--- src/hdl/skf_pkg.sv ---
package skf_pkg;

  localparam int unsigned SAMPLE_W = 16;
  localparam int unsigned VALUE_W  = 32;
  localparam int unsigned GAIN_W   = 17;
  localparam int unsigned CFG_IDX_W = 2;
  localparam int unsigned DIV_STEPS = 17;
  localparam int unsigned CNT_W    = 5;

  localparam logic [VALUE_W-1:0] PROCESS_NOISE_RST = 32'd655;
  localparam logic [VALUE_W-1:0] MEASURE_NOISE_RST = 32'd65536;
  localparam logic [GAIN_W-1:0]  ONE_Q16           = 17'd65536;

  localparam logic [CFG_IDX_W-1:0] REG_PROCESS_NOISE = 2'd0;
  localparam logic [CFG_IDX_W-1:0] REG_MEASURE_NOISE = 2'd1;

  // controller to datapath
  typedef struct packed {
    logic load;
    logic div_step;
    logic gain;
    logic mul_est;
    logic mul_cov;
    logic commit;
  } skf_cmd_t;

  // datapath to controller
  typedef struct packed {
    logic div_last;
  } skf_sts_t;

endpackage

--- src/hdl/skf_datapath.sv ---
module skf_datapath (
  input  logic                                 clk,
  input  logic                                 rst_n,
  input  logic                                 cfg_we,
  input  logic [skf_pkg::CFG_IDX_W-1:0]        cfg_index,
  input  logic [skf_pkg::VALUE_W-1:0]          cfg_data,
  input  logic signed [skf_pkg::SAMPLE_W-1:0]  in_measurement,
  input  skf_pkg::skf_cmd_t                    cmd,
  output skf_pkg::skf_sts_t                    sts,
  output logic signed [skf_pkg::VALUE_W-1:0]   out_estimate,
  output logic [skf_pkg::GAIN_W-1:0]           out_gain
);
  import skf_pkg::*;

  logic [VALUE_W-1:0]        process_noise_r;
  logic [VALUE_W-1:0]        measure_noise_r;
  logic signed [VALUE_W-1:0] est_r;
  logic [VALUE_W-1:0]        cov_r;

  logic signed [SAMPLE_W-1:0] sample_r;
  logic [VALUE_W-1:0]        p_mid_r;
  logic [VALUE_W:0]          denom_r;
  logic [VALUE_W+1:0]        rem_r;
  logic [GAIN_W-1:0]         quo_r;
  logic [CNT_W-1:0]          cnt_r;
  logic [GAIN_W-1:0]         gain_r;
  logic signed [VALUE_W:0]   diff_r;
  logic signed [51:0]        prod_r;
  logic signed [VALUE_W-1:0] est_new_r;
  logic signed [VALUE_W-1:0] out_estimate_r;
  logic [GAIN_W-1:0]         out_gain_r;

  logic [VALUE_W:0]          pq_sum;
  logic [VALUE_W-1:0]        p_mid_nxt;
  logic [VALUE_W+1:0]        denom_ext;
  logic                      rem_ge;
  logic [VALUE_W+1:0]        rem_sub;
  logic [VALUE_W+1:0]        rem_nxt;
  logic signed [17:0]        mul_a;
  logic signed [33:0]        mul_b;
  logic signed [51:0]        mul_p;
  logic [GAIN_W-1:0]         one_minus_gain;

  // predict: covariance plus process noise, saturating
  assign pq_sum    = {1'b0, cov_r} + {1'b0, process_noise_r};
  assign p_mid_nxt = pq_sum[VALUE_W] ? '1 : pq_sum[VALUE_W-1:0];

  // restoring divider, one quotient bit per step
  assign denom_ext = {1'b0, denom_r};
  assign rem_ge    = (rem_r >= denom_ext);
  assign rem_sub   = rem_ge ? (rem_r - denom_ext) : rem_r;
  assign rem_nxt   = {rem_sub[VALUE_W:0], 1'b0};

  // one shared multiplier for the estimate and covariance updates
  assign one_minus_gain = ONE_Q16 - gain_r;
  always_comb begin
    if (cmd.mul_cov) begin
      mul_a = signed'({1'b0, one_minus_gain});
      mul_b = signed'({2'b00, p_mid_r});
    end else begin
      mul_a = signed'({1'b0, gain_r});
      mul_b = {diff_r[VALUE_W], diff_r};
    end
  end
  assign mul_p = mul_a * mul_b;

  always_ff @(posedge clk) begin
    if (!rst_n) begin
      process_noise_r <= PROCESS_NOISE_RST;
      measure_noise_r <= MEASURE_NOISE_RST;
      est_r           <= '0;
      cov_r           <= '0;
      cnt_r           <= '0;
    end else begin
      if (cfg_we) begin
        if (cfg_index == REG_PROCESS_NOISE) begin
          process_noise_r <= cfg_data;
        end else if (cfg_index == REG_MEASURE_NOISE) begin
          measure_noise_r <= cfg_data;
        end
      end
      if (cmd.load) begin
        cnt_r <= '0;
      end else if (cmd.div_step) begin
        cnt_r <= cnt_r + CNT_W'(1);
      end
      if (cmd.commit) begin
        est_r <= est_new_r;
        cov_r <= prod_r[47:16];
      end
    end
  end

  always_ff @(posedge clk) begin
    if (cmd.load) begin
      sample_r <= in_measurement;
      p_mid_r  <= p_mid_nxt;
      denom_r  <= {1'b0, p_mid_nxt} + {1'b0, measure_noise_r};
      rem_r    <= {2'b00, p_mid_nxt};
      quo_r    <= '0;
    end
    if (cmd.div_step) begin
      rem_r <= rem_nxt;
      quo_r <= {quo_r[GAIN_W-2:0], rem_ge};
    end
    if (cmd.gain) begin
      // zero denominator gives zero gain
      gain_r <= (denom_r == '0) ? '0 : quo_r;
      diff_r <= signed'({sample_r[SAMPLE_W-1], sample_r, 16'h0000})
                - signed'({est_r[VALUE_W-1], est_r});
    end
    if (cmd.mul_est) begin
      prod_r <= mul_p;
    end
    if (cmd.mul_cov) begin
      // arithmetic shift rounds the correction toward minus infinity
      est_new_r <= est_r + prod_r[47:16];
      prod_r    <= mul_p;
    end
    if (cmd.commit) begin
      out_estimate_r <= est_new_r;
      out_gain_r     <= gain_r;
    end
  end

  assign sts.div_last = (cnt_r == CNT_W'(DIV_STEPS - 1));
  assign out_estimate = out_estimate_r;
  assign out_gain     = out_gain_r;

endmodule

--- src/hdl/skf_ctrl.sv ---
module skf_ctrl (
  input  logic              clk,
  input  logic              rst_n,
  input  logic              in_valid,
  output logic              in_stall,
  output logic              out_valid,
  input  logic              out_stall,
  input  skf_pkg::skf_sts_t sts,
  output skf_pkg::skf_cmd_t cmd
);
  import skf_pkg::*;

  typedef enum logic [2:0] {
    S_IDLE,
    S_DIV,
    S_GAIN,
    S_MULX,
    S_MULP,
    S_COMMIT
  } state_t;

  state_t state_r, state_nxt;
  logic   out_valid_r, out_valid_nxt;
  logic   out_free;

  // result slot is free when empty or being taken this cycle
  assign out_free = !out_valid_r || !out_stall;
  assign in_stall = (state_r != S_IDLE);

  always_comb begin
    cmd       = '0;
    state_nxt = state_r;
    case (state_r)
      S_IDLE: begin
        if (in_valid) begin
          cmd.load  = 1'b1;
          state_nxt = S_DIV;
        end
      end
      S_DIV: begin
        cmd.div_step = 1'b1;
        if (sts.div_last) begin
          state_nxt = S_GAIN;
        end
      end
      S_GAIN: begin
        cmd.gain  = 1'b1;
        state_nxt = S_MULX;
      end
      S_MULX: begin
        cmd.mul_est = 1'b1;
        state_nxt   = S_MULP;
      end
      S_MULP: begin
        cmd.mul_cov = 1'b1;
        state_nxt   = S_COMMIT;
      end
      S_COMMIT: begin
        if (out_free) begin
          cmd.commit = 1'b1;
          state_nxt  = S_IDLE;
        end
      end
      default: begin
        state_nxt = S_IDLE;
      end
    endcase
  end

  assign out_valid_nxt = cmd.commit ? 1'b1 : (out_valid_r && out_stall);

  always_ff @(posedge clk) begin
    if (!rst_n) begin
      state_r     <= S_IDLE;
      out_valid_r <= 1'b0;
    end else begin
      state_r     <= state_nxt;
      out_valid_r <= out_valid_nxt;
    end
  end

  assign out_valid = out_valid_r;

  a_commit_slot_free: assert property (@(posedge clk) disable iff (!rst_n)
    cmd.commit |-> !(out_valid_r && out_stall))
    else $error("result overwritten while held");

  a_valid_from_commit: assert property (@(posedge clk) disable iff (!rst_n)
    $rose(out_valid_r) |-> $past(state_r == S_COMMIT))
    else $error("result raised without commit");

  a_div_runs_full: assert property (@(posedge clk) disable iff (!rst_n)
    (state_r == S_DIV && !sts.div_last) |=> (state_r == S_DIV))
    else $error("divider left early");

endmodule

--- src/hdl/scalar_kalman_filter_unit.sv ---
// scalar kalman filter, Q16.16 estimate and covariance, Q0.16 gain
// input channel: in_valid/in_stall carry one signed 16-bit sample per beat
// result channel: out_valid/out_stall carry the new estimate and the gain used
// config port: cfg_we writes cfg_data to register cfg_index (0 process noise,
// 1 measurement noise); other indexes are ignored; write only while idle
// latency: out_valid rises 21 cycles after the input beat is taken
// throughput: one sample every 22 cycles, set by the restoring divider
// that forms the gain one quotient bit per cycle (17 cycles), followed by
// two passes through one shared multiplier and a commit cycle
// in_stall is high from the accepted beat until the result is committed
// a finished result sits in the output register while the next sample is
// taken; if out_stall holds it there, the next result waits in its final
// cycle and the held beat does not change
// reset (synchronous, rst_n low) clears estimate and covariance to zero,
// loads the noise registers with their defaults and empties the result slot
module scalar_kalman_filter_unit (
  input  logic                                 clk,
  input  logic                                 rst_n,
  input  logic                                 cfg_we,
  input  logic [skf_pkg::CFG_IDX_W-1:0]        cfg_index,
  input  logic [skf_pkg::VALUE_W-1:0]          cfg_data,
  input  logic                                 in_valid,
  output logic                                 in_stall,
  input  logic signed [skf_pkg::SAMPLE_W-1:0]  in_measurement,
  output logic                                 out_valid,
  input  logic                                 out_stall,
  output logic signed [skf_pkg::VALUE_W-1:0]   out_estimate,
  output logic [skf_pkg::GAIN_W-1:0]           out_gain
);
  import skf_pkg::*;

  skf_cmd_t cmd;
  skf_sts_t sts;

  skf_ctrl u_ctrl (
    .clk       (clk),
    .rst_n     (rst_n),
    .in_valid  (in_valid),
    .in_stall  (in_stall),
    .out_valid (out_valid),
    .out_stall (out_stall),
    .sts       (sts),
    .cmd       (cmd)
  );

  skf_datapath u_datapath (
    .clk            (clk),
    .rst_n          (rst_n),
    .cfg_we         (cfg_we),
    .cfg_index      (cfg_index),
    .cfg_data       (cfg_data),
    .in_measurement (in_measurement),
    .cmd            (cmd),
    .sts            (sts),
    .out_estimate   (out_estimate),
    .out_gain       (out_gain)
  );

endmodule

--- config.mk ---
export PLATFORM = sky130hd
export DESIGN_NAME = scalar_kalman_filter_unit
export DESIGN_NICKNAME = d
export VERILOG_FILES = /design/src/hdl/skf_pkg.sv /design/src/hdl/skf_datapath.sv /design/src/hdl/skf_ctrl.sv /design/src/hdl/scalar_kalman_filter_unit.sv
export SDC_FILE = /design/constraint.sdc
export NUM_CORES = 2
export LEC_CHECK = 0
export ABC_CLOCK_PERIOD_IN_PS = 11000
export BUFFER_PORTS_ARGS = -buffer_cell sky130_fd_sc_hd__clkbuf_2
export CELL_PAD_IN_SITES_DETAIL_PLACEMENT = 1
export CELL_PAD_IN_SITES_GLOBAL_PLACEMENT = 1
export CORE_MARGIN = 4
export CORE_UTILIZATION = 30
export DETAILED_ROUTE_END_ITERATION = 7
export HOLD_SLACK_MARGIN = 0.02
export PLACE_DENSITY = 0.51
export RECOVER_POWER = 100
export SYNTH_ARGS = -nofsm -noshare
export SYNTH_HDL_FRONTEND = slang
export SYNTH_SLANG_ARGS = --single-unit
--- constraint.sdc ---
create_clock -name clk -period 11 [get_ports clk]
set_input_delay 1.65 -clock clk [delete_from_list [all_inputs] [get_ports clk]]
set_output_delay 1.65 -clock clk [all_outputs]
set_load 0.005 [all_outputs]
**After elaboration in Yosys (flattened, before gate mapping)**

Cells that the tools add are included.

- Register bits after elaboration: 448
- Bits of input ports: 55
- Output and inout port bits: 51
- Logic and storage cells: 77

- Add/sub/neg operators: 7
- Multiply operators: 1
- Magnitude comparators: 1
- Eq/ne operators: 10
- Mux-type cells: 23
- Bitwise logic cells: 2
- Reduce and logical (&&, ||, !) cells: 14

Operator list:

| cell | number |
|---|---|
| two-way mux 34 bit | 3 |
| two-way mux 48 bit | 2 |
| adder 32 x 32 -> 33 bit | 2 |
| two-way mux 17 bit | 3 |
| multiplier 18 x 34 -> 48 bit | 1 |
| greater-or-equal comparator 34 x 33 -> 1 bit | 1 |
| logical NOT 33 bit | 1 |
| two-way mux 33 bit | 1 |
| subtractor 32 x 32 -> 33 bit | 1 |
| subtractor 33 bit | 1 |
| adder 32 bit | 1 |
| two-way mux 32 bit | 1 |
| one-hot mux 3 bit (6 select lines) | 1 |
| subtractor 17 bit (first input constant) | 1 |
| two-way mux 1 bit | 9 |
| two-way mux 3 bit | 3 |
| equality test 3 x 2 -> 1 bit (second input constant) | 2 |
| equality test 3 bit (second input constant) | 2 |
| AND reduction 3 bit | 2 |
| adder 5 x 1 -> 5 bit (second input constant) | 1 |
| equality test 5 bit (second input constant) | 1 |
| != test 2 bit (second input constant) | 2 |
| nonzero test 2 bit | 2 |
| equality test 3 x 1 -> 1 bit (second input constant) | 1 |
| 11 further kinds | 13 |

**Depth between registers and ports, before layout**

- Depth after elaboration: 6
- Mapped depth: 34
- Mapped depth without buffers: 32

**Modules after synthesis**

A second synthesis with hierarchy kept.

- Cells, all modules: 4187
- Area total of the unflattened synthesis: 41026.8 um^2

By module, submodules not included:

| module | instances | cells an instance | area an instance (um^2) | seq. area each (um^2) |
|---|---|---|---|---|
| skf_datapath | 1 | 4157 | 40784.1 | 11511.0 |
| skf_ctrl | 1 | 30 | 242.7 | 80.1 |

**Worst setup path after synthesis**

OpenSTA, ideal clock, no wires.

- Kind: register to register
- Start point: register u_ctrl.state_r[1]
- End point: register u_datapath.prod_r[47], data pin
- Library setup time: 0.260 ns
- Data arrival time: 8.247 ns
- Required time: 10.740 ns
- Slack: 2.493 ns
- Cell stages (with the launch flop): 32
- Buffers on the path: 3
- Clock period less this slack: 8.507 ns
- Path through: dfxtp_1 nor2_1 nand2_1 inv_1 clkbuf_1 buf_1 buf_1 nand2_1 nand2_1 nand2_1 fa_1 fa_1 fa_1 inv_1 fa_1 fa_1 inv_1 fa_1 inv_1 ha_1 nand4_1 a21oi_1 a21oi_1 o31ai_1 o221a_2 o211ai_1 a21oi_1 a21oi_1 o21ai_0 nor4_1 nor3_1 xnor2_1

- Word-level cells in the longest chain between the ends: 6
- Elaborated cells between the ends (all ways): 7
- Those cells by class: mul: 1; eq/ne: 1; mux: 5

Ends and longest elaborated chain:

| item | line | RTL |
|---|---|---|
| from (decl) | skf_ctrl.sv:22 | `state_t state_r, state_nxt;` |
| from (signal assigned) | skf_ctrl.sv:77 | `state_r <= state_nxt;` |
| equality test 3 bit * | skf_ctrl.sv:33 | `case (state_r)` |
| two-way mux 1 bit * | skf_ctrl.sv:33 |  |
| two-way mux 17 bit / two-way mux 34 bit (equally long branches) | skf_datapath.sv:57 | `if (cmd.mul_cov) begin` |
| multiplier 18 x 34 -> 48 bit * | skf_datapath.sv:65 | `assign mul_p = mul_a * mul_b;` |
| via u_datapath.mul_p[47] | skf_datapath.sv:41 | `logic signed [51:0] mul_p;` |
| two-way mux 48 bit | skf_datapath.sv:112 | `if (cmd.mul_est) begin` |
| two-way mux 48 bit * | skf_datapath.sv:115 | `if (cmd.mul_cov) begin` |
| to (signal assigned) | skf_datapath.sv:113 | `prod_r <= mul_p;` |
| to (signal assigned) | skf_datapath.sv:118 | `prod_r <= mul_p;` |
| to (decl) | skf_datapath.sv:28 | `logic signed [51:0] prod_r;` |

Mark *: on every way through the listed nets, which the timed path passes. The rest lies on a longest branch. The select of a mux whose other input is x is not followed.
A chain may end at the register's enable or synchronous reset.

**Worst setup path in the final report**

- Start point: register u_ctrl.state_r[0]
- End point: register u_datapath.prod_r[47], data pin

The elaborated chain is that of the path after synthesis.

==> metrics <==
Post-synth EDFFs=between 200 and 300; Non-Filler Instances=6155; Sw Pwr=1.15 mW; initial antenna violation count=0; # Post-CTS Setup Buffers=0; routability-driven placement congestion ratio=0.835; status=finished with violations; Total Power=4.40 mW; Hold/Removal Path Class=flop to flop; GRT Total Usage=0.200; synthesized area=40400 µm²; fin crit share=0.895; fraction of layout cells with a size suffix above 1=0.0565; via count=29.4k; DRT Pass-1 Iters=8; CTS Hold Bufs=0; complex-gate fraction of the synthesized area=0.0989; hold depth=0; placed cell count=6049; yosys warns=0; main flop type after synthesis=edfxtp_1; Adder-Cell Fraction of Synth Area=0.337; # setup viols final=0; Worst setup SP type=flop; CP arrival=between 10000 and 15000 ps; Pint=3.25 mW; final WL=approximately 140000 µm; Die Span Y=around 370 µm; post-DP HPWL=113000 µm; Clk Latency, worst-skew pair=a little under 700 ps; Worst-path clk slew=60 ps; setup ws final=about 1200 ps; WS Path Type=flop to flop; largest family of logic cells by synthesized area=adder cells; Worst setup EP type=flop; FFs w/ async S/R, synth=0; CTS max path bufs=3; Vias per Instance=4.78; mux contribution to synthesized area=0.00970; Resize count post-CTS=0; CP max FO=29; library cells used by synthesis=76; core region area=134000 µm²; Final Max Tran Viols=between 500 and 600; Die Width=between 300 and 400 µm; largest net degree at the start of global routing=85; Residual DRC=0; Ant. Diodes=0; Post-layout nets=approximately 5.2k; pre-CTS setup slack=1290 ps; Hold WS=between 400 and 500 ps; combinational fraction of design power=0.113; Layout area overhead=11.6%; cts bufs inserted=56; Post-Synth Simple-Gate Area=0.146; gr ovfl total=0; Root Driver=clkbuf_16; Avg Inst Size Synth=9.46 µm²; # rows=134; I/O Buffers=105; max frequency=approximately 0.10 GHz; power share of the clock group=0.467; drt wl/cell=approximately 23 µm; Worst-Margin Slew=3600 ps; relative slew slack=-1.41; first-pass GRT wire length=approximately 210000 µm; Initial Utilization=0.302; max cap viols=11; PD cells=approximately 98 nW/µm²; number of I/O pins=~110; H-tree Lvls=2; Hold Vio Cnt, Final=0; cell leakage power=roughly 20 nW; sequential element share of the synthesized area=0.287; CTS tree=built; Clock Sinks=~430; unrepaired setup endpoints after global routing=no; Post-Synthesis Cells=4264; failing checks=max-capacitance violations, max-slew violations; fin crit period=between 9000 and 10000 ps; Net Sw Frac=0.261; 1st-iter DRT viols=1392; flop2flop setup slack=approximately 1200 ps; Synth Area in XOR/XNOR=0.0434; Worst Reg2Reg Path Length in Cells=26; setup_tns=0 ps; synthesized flop and latch total=432; WP data required=11420 ps; syn_nets=5095; die footprint=140000 µm²; ANT nets after route=0; peak supply drop=0.141 mV; vias in the first global route=32.2k; Seq pwr share=0.420; Layout Skew=approximately 43 ps
## cell usage in the layout (no fill, tap or decap), types with 22 or more instances in the layout
cell type / instances
edfxtp_1: 294
dfxtp_1: 138
nand3_1: 36
fa_1: 518
o21a_1: 22
nor3_1: 37
buf_4: 45
xnor2_1: 136
nand2b_1: 40
ha_1: 258
o2bb2ai_1: 24
o21ai_0: 102
clkbuf_16: 62
nand2_1: 766
a21o_1: 64
inv_1: 678
nor2b_1: 44
a21boi_0: 132
nor2_1: 346
and3_1: 30
clkbuf_1: 53
xor2_1: 52
mux2i_1: 35
clkbuf_2: 71
a21oi_1: 151
## cell usage after synthesis, drive strengths merged, types with 15 or more instances
cell type,count,area (µm²)
a21oi,151,756
inv,680,2550
and3,30,188
nand3,36,180
dfxtp,138,2760
nand4,15,93.8
xor2,62,543
xnor2,138,1210
and2,19,119
nor2b,44,275
nand2b,40,250
nand2,767,2880
buf,16,100
nor4,15,109
nor2,346,1320
a21boi,132,991
o21ai,103,519
a21o,64,480
o21a,22,165
clkbuf,129,484
o2bb2ai,24,210
ha,258,3230
mux2i,38,380
edfxtp,294,8830
nor3,38,190
fa,518,10400
## worst max-delay path, stage by stage, from the launching register on
cell	delay, ps
dfxtp_1	410
nor2_1	110
nand2_2	540
clkbuf_1	1100
nand2_1	240
nand2_1	510
nand2_1	170
fa_1	540
fa_1	520
fa_1	520
inv_1	60
fa_1	490
fa_1	490
inv_1	50
fa_1	470
inv_1	40
ha_1	320
nand4_1	100
o31ai_1	680
o221a_1	570
o211ai_1	290
a21oi_1	310
a21oi_1	170
o21ai_0	400
nor4_1	90
nor3_1	250
xnor2_1	90
## logic make-up after synthesis
logic type                 after synthesis
and+or+nand+nor                       1390
DFF                                    432
AOI/OAI and AO/OA                      601
adders and majority gates              776
buffers and inverters                  826
xor gates and xnor gates               200
muxes                                   39
## path summary, 6_finish.rpt
path | end | from
hold / removal | u_datapath.out_estimate[1]$_DFFE_PP_ | u_datapath.est_new_r[1]$_DFFE_PP_
hold reg to reg | u_datapath.out_estimate[1]$_DFFE_PP_ | u_datapath.est_new_r[1]$_DFFE_PP_
setup reg to reg | u_datapath.prod_r[47]$_DFFE_PP_ | u_ctrl.state_r[0]$_SDFFE_PN0P_
setup / recovery | u_datapath.prod_r[47]$_DFFE_PP_ | u_ctrl.state_r[0]$_SDFFE_PN0P_
## layout make-up
class | count | area, µm²
sequential | 432 | 11600
clock inverter | 30 | 422
fill | 15277 | 88600
multi-input combinational | 3006 | 25700
tap | 1768 | 2210
timing repair buffer | 162 | 866
inverter | 681 | 2560
clock buffer | 76 | 1670
## stage by stage
step	utilization	cell area (µm²)
final	0.337	45000
after global routing	0.337	45000
after CTS	0.338	45200
after detailed placement	0.323	43100
after global placement	0.323	43100
after floorplan	-	40400
## state kept, by name, indices dropped and copies added, names as in the netlist
name,count
u_datapath.rem_r,34
u_datapath.out_estimate,32
u_datapath.quo_r,17
u_datapath.prod_r,32
u_datapath.diff_r,33
u_ctrl.state_r,3
u_datapath.p_mid_r,32
u_datapath.measure_noise_r,32
u_datapath.cov_r,32
u_datapath.gain_r,17
u_datapath.est_r,32
u_datapath.out_gain,17
u_ctrl.out_valid,1
u_datapath.cnt_r,5
u_datapath.sample_r,16
u_datapath.process_noise_r,32
u_datapath.denom_r,33
u_datapath.est_new_r,32
## power by group through the flow
stage,Clock [mW],Sequential (mW),Combinational (mW)
2_1_floorplan,0,1.85,0.383
3_3_place_gp,0,1.88,0.503
3_5_place_dp,0,1.88,0.506
4_1_cts,2.11,1.84,0.509
5_1_grt,2.18,1.85,0.565
6_report,2.05,1.85,0.499
## metal layers
layer | share of wire | GRT usage | vias up
met3 | 0.042 | 0.0297 | 160
li1 | - | - | 13795
met5 | 0 | 0 | -
met2 | 0.47 | 0.335 | 438
met4 | 0.034 | 0.0620 | 0
met1 | 0.45 | 0.267 | 15032
Power figures use the tool's default switching activity.
